### config.mk
export PLATFORM = sky130hd
export DESIGN_NAME = sscs_ctrl
export DESIGN_NICKNAME = d
export VERILOG_FILES = /design/src/hdl/sscs_pkg.sv /design/src/hdl/sscs_ctrl.sv
export SDC_FILE = /design/constraint.sdc
export NUM_CORES = 1
export LEC_CHECK = 0
export BUFFER_PORTS_ARGS = -buffer_cell sky130_fd_sc_hd__buf_2
export CAP_MARGIN = 20
export CORE_AREA = 4 4 41 43
export CTS_BUF_LIST = sky130_fd_sc_hd__clkbuf_4 sky130_fd_sc_hd__clkbuf_8
export DETAILED_ROUTE_END_ITERATION = 8
export DIE_AREA = 0 0 45 47
export SYNTH_ARGS = -nofsm -noshare
export SYNTH_HDL_FRONTEND = slang
export SYNTH_SLANG_ARGS = --single-unit
### constraint.sdc
create_clock -name clk -period 0.85 [get_ports clk]
set_input_delay 0 -clock clk [delete_from_list [all_inputs] [get_ports clk]]
set_output_delay 0 -clock clk [all_outputs]
set_load 0.02 [all_outputs]
### src/hdl/sscs_pkg.sv
// Shared types and constants for the sparse set component store.
package sscs_pkg;

  localparam int ENT_W = 10;
  localparam int CNT_W = 11;
  localparam int ENT_SPAN = 2 ** ENT_W;

  typedef enum logic [1:0] {
    ACT_ADD    = 2'd0,
    ACT_REMOVE = 2'd1,
    ACT_LOOKUP = 2'd2,
    ACT_READ   = 2'd3
  } action_t;

  typedef enum logic [1:0] {
    ST_OK      = 2'd0,
    ST_ALREADY = 2'd1,
    ST_ABSENT  = 2'd2,
    ST_BEYOND  = 2'd3
  } status_t;

  typedef struct packed {
    logic clear;
    logic load;
    logic exec;
    logic look_rd;
    logic look_done;
  } cmd_t;

  typedef struct packed {
    logic clr_last;
    logic need_look;
    logic out_free;
  } stat_t;

endpackage

### src/hdl/sscs_ctrl.sv
// Controller state machine: clearing sweep, accept, execute and lookup read.
module sscs_ctrl (
  input  logic          clk,
  input  logic          rst,
  input  logic          req_valid,
  output logic          req_ready,
  input  sscs_pkg::stat_t stat,
  output sscs_pkg::cmd_t  cmd
);
  import sscs_pkg::*;

  typedef enum logic [1:0] {
    S_CLEAR,
    S_IDLE,
    S_EXEC,
    S_LOOK
  } state_t;

  state_t state;
  state_t state_next;

  always_comb begin
    state_next = state;
    cmd        = '0;
    req_ready  = 1'b0;
    case (state)
      S_CLEAR: begin
        cmd.clear = 1'b1;
        if (stat.clr_last) state_next = S_IDLE;
      end
      S_IDLE: begin
        req_ready = 1'b1;
        if (req_valid) begin
          cmd.load   = 1'b1;
          state_next = S_EXEC;
        end
      end
      S_EXEC: begin
        if (stat.need_look) begin
          cmd.look_rd = 1'b1;
          state_next  = S_LOOK;
        end else if (stat.out_free) begin
          cmd.exec   = 1'b1;
          state_next = S_IDLE;
        end
      end
      S_LOOK: begin
        if (stat.out_free) begin
          cmd.look_done = 1'b1;
          state_next    = S_IDLE;
        end
      end
      default: state_next = S_CLEAR;
    endcase
  end

  always_ff @(posedge clk) begin
    if (rst) state <= S_CLEAR;
    else state <= state_next;
  end

  // one command at a time
  a_cmd_onehot: assert property (@(posedge clk) disable iff (rst) $onehot0(cmd))
    else $error("more than one datapath command");
  a_no_load_clear: assert property (@(posedge clk) disable iff (rst)
    cmd.clear |-> !req_ready)
    else $error("transfer accepted during clearing sweep");
  a_look_follows: assert property (@(posedge clk) disable iff (rst)
    cmd.look_rd |=> !req_ready)
    else $error("new transfer accepted before lookup finished");

endmodule

==> impl_results.md <==
- Pwr Total: 0.448 mW
- Yosys cell types: 15
- # DRC: 0
- Final #Nets: 42
- Starting Density: 11.5%
- Crit path capture type: primary output
- Violated checks: setup timing
- Worst setup margin: -0.159 ns
- CTS tree: yes
- Synth Area in XOR/XNOR: 0%
- H-tree depth: 1
- Crit Path Max Fanout: 6
- Placed inst area: 238 um^2
- Yosys reg bits: 2
- Clk sinks: 2
- Worst Path Class, Setup: reg2out
- Pin count of the biggest net entering global routing: 10
- First-pass GRT wire length: 662 um
- TNS Setup: -0.668 ns
- Site Rows: 13
- Commonest cells post-synth: 2 x and2b_2, 2 x dfxtp_1, 2 x inv_1
- Post-synth top flop: dfxtp_1
- Sequential share of the synthesized area: 26.7%
- Final non-filler cell total: 49
- CTS Root Cell: clkbuf_4
- Final GP Congestion: 0.652
- P_leak: 0.152 nW
- WL final: 404 um
- Initial DRC Count: 2
- RSZ-0062 raised after global routing: yes
- Setup-failing EPs final: 7
- Endpoints failing hold: 0
- Synth Area in Adders: 0%
- DR vias/cell: 3.71
- Die height: 47 um
- Layout area overhead: 104%
- Core area: 1300 um^2
- Worst VDD drop: 962 uV
- Inserted Diodes: 0
- Io pins: 12
- Final Skew: 0.000491 ns
- Total CTS buffers: 3
- Gr usage total: 4.73%
- Mapped Nets: 24
- Critical path arrival: 1.01 ns
- Mean Syn Cell Area: 8.34 um^2
- Detailed placement HPWL: 317 um
- GRT overflow: 0
- Largest cells by area after synthesis: dfxtp_1 27%, and2b_2 12%, a211oi_2 8.3%
- Share of the synthesized area in the top cell type: 26.7%
- Regs by FF count: state x2
- Post-route cell area: 307 um^2
- Pins Over Slew Limit: 0
- Status: finished with violations
- Mux cell area share after synthesis: 0%
- Fraction of layout cells with a size suffix above 1: 79.4%
- Via count: 182
- DP Worst Slack: -0.0482 ns
- Worst Tran Pin Value: 0.215 ns
- Startpoint Class: register
- Die area: 2120 um^2
- Synth Cell Area: 150 um^2
- Clock-pin slew on the worst setup and hold paths: 0.03 ns
- Placed insts: 44
- Crit path required time: 0.85 ns
- Gate Count Post-Synth: 18
- Vias in the first global route: 175
- Hold Crit Class: in2reg
- Clk buf depth: 2
- Antenna-violating nets left: 0
- Largest family of logic cells by synthesized area: simple AND/OR/NAND/NOR gates
- Reg with most FFs: state
- Max_cap viols: 0
- Initial antenna violation count: 0
- Largest register FFs: 2
- Fill cell count: 155
- TritonRoute pass-1 iters: 2
- Compound-cell area share of the yosys netlist: 15.0%
- Yosys warnings: 0
- Synth area leader: dfxtp_1
- Post-synth EDFFs: 0
- Final worst-path cycle share: 119%
- Cell Pwr Density: 1460 nW/um^2
- Slew margin rel.: 85.5%
- Port Buffers: 11
- Post-synthesis simple-gate area fraction: 53.3%
- Worst-Skew Late Latency: 0.22 ns
- Drt wl/cell: 8.24 um
- Final min period: 1.01 ns
- Asr flop ratio synth: 0%
- DIE WIDTH: 45 um
- Fmax: 0.991 GHz
[final timing paths]
check	end	start	slack [ns]	cells after the start
max	cmd[3]	state[1]	-0.16	4
min	state[1]	req_valid	0.05	3
max reg2reg	state[0]	state[0]	-0.06	3
min reg2reg	state[1]	state[1]	0.55	2
[through the flow]
stage	utilization (%)	hold WS, ns
3_5_place_dp	18.3	0.174
4_1_cts	22.9	0.0444
5_1_grt	23.6	0.0542
2_1_floorplan	-	0.0551
3_3_place_gp	18.3	0.174
6_report	23.6	0.0494
[logic make-up after synthesis]
family / count (synthesis)
flops: 2
buf+inv: 2
compound gates: 3
simple gates: 11
[layout by cell type, fill, tap and decap left out, types with 2 or more instances in the layout]
cell      instances
buf_2             8
clkbuf_4          3
and2b_2           2
buf_6             3
dfxtp_4           2
[critical path, cell delays in order, from the launching register on]
cell     delay [ns]
dfxtp_4        0.35
and2b_2        0.22
nand2_2        0.07
inv_2          0.03
buf_6          0.12
[power by group]
group	internal (mW)	total, mW	switching [mW]
Combinational	0.0680	0.129	0.0606
Sequential	0.102	0.116	0.0146
Clock	0.155	0.203	0.0480
Total	0.325	0.448	0.123
[layout make-up]
cell class                 count  area, um^2  area share [%]
inverter                       2        7.51            2.45
clock buffer                   3        22.5            7.35
tap                           15        18.8            6.12
multi-input combinational     14         119            38.8
sequential                     2        47.5            15.5
timing repair buffer          13        91.3            29.8
[per-layer routing]
| layer | wire length (um) | GRT usage [%] |
|---|---|---|
| met1 | 200 | 5.19 |
| met2 | 144 | 6.21 |
| met3 | 60 | 4.60 |
| met4 | 0 | 1.75 |
| met5 | 0 | 0 |
[timing repair]
action                                  in CTS  in global routing
hold buffers                                 1                  0
pin swaps                                    1                  0
buffers inserted                             1                  0
endpoints found under the hold margin        2                  0
endpoints found under the setup margin       7                  8
gates cloned                                 0                  0
resized for setup                            8                  2
Note: power is estimated with default switching activity, not from simulation.
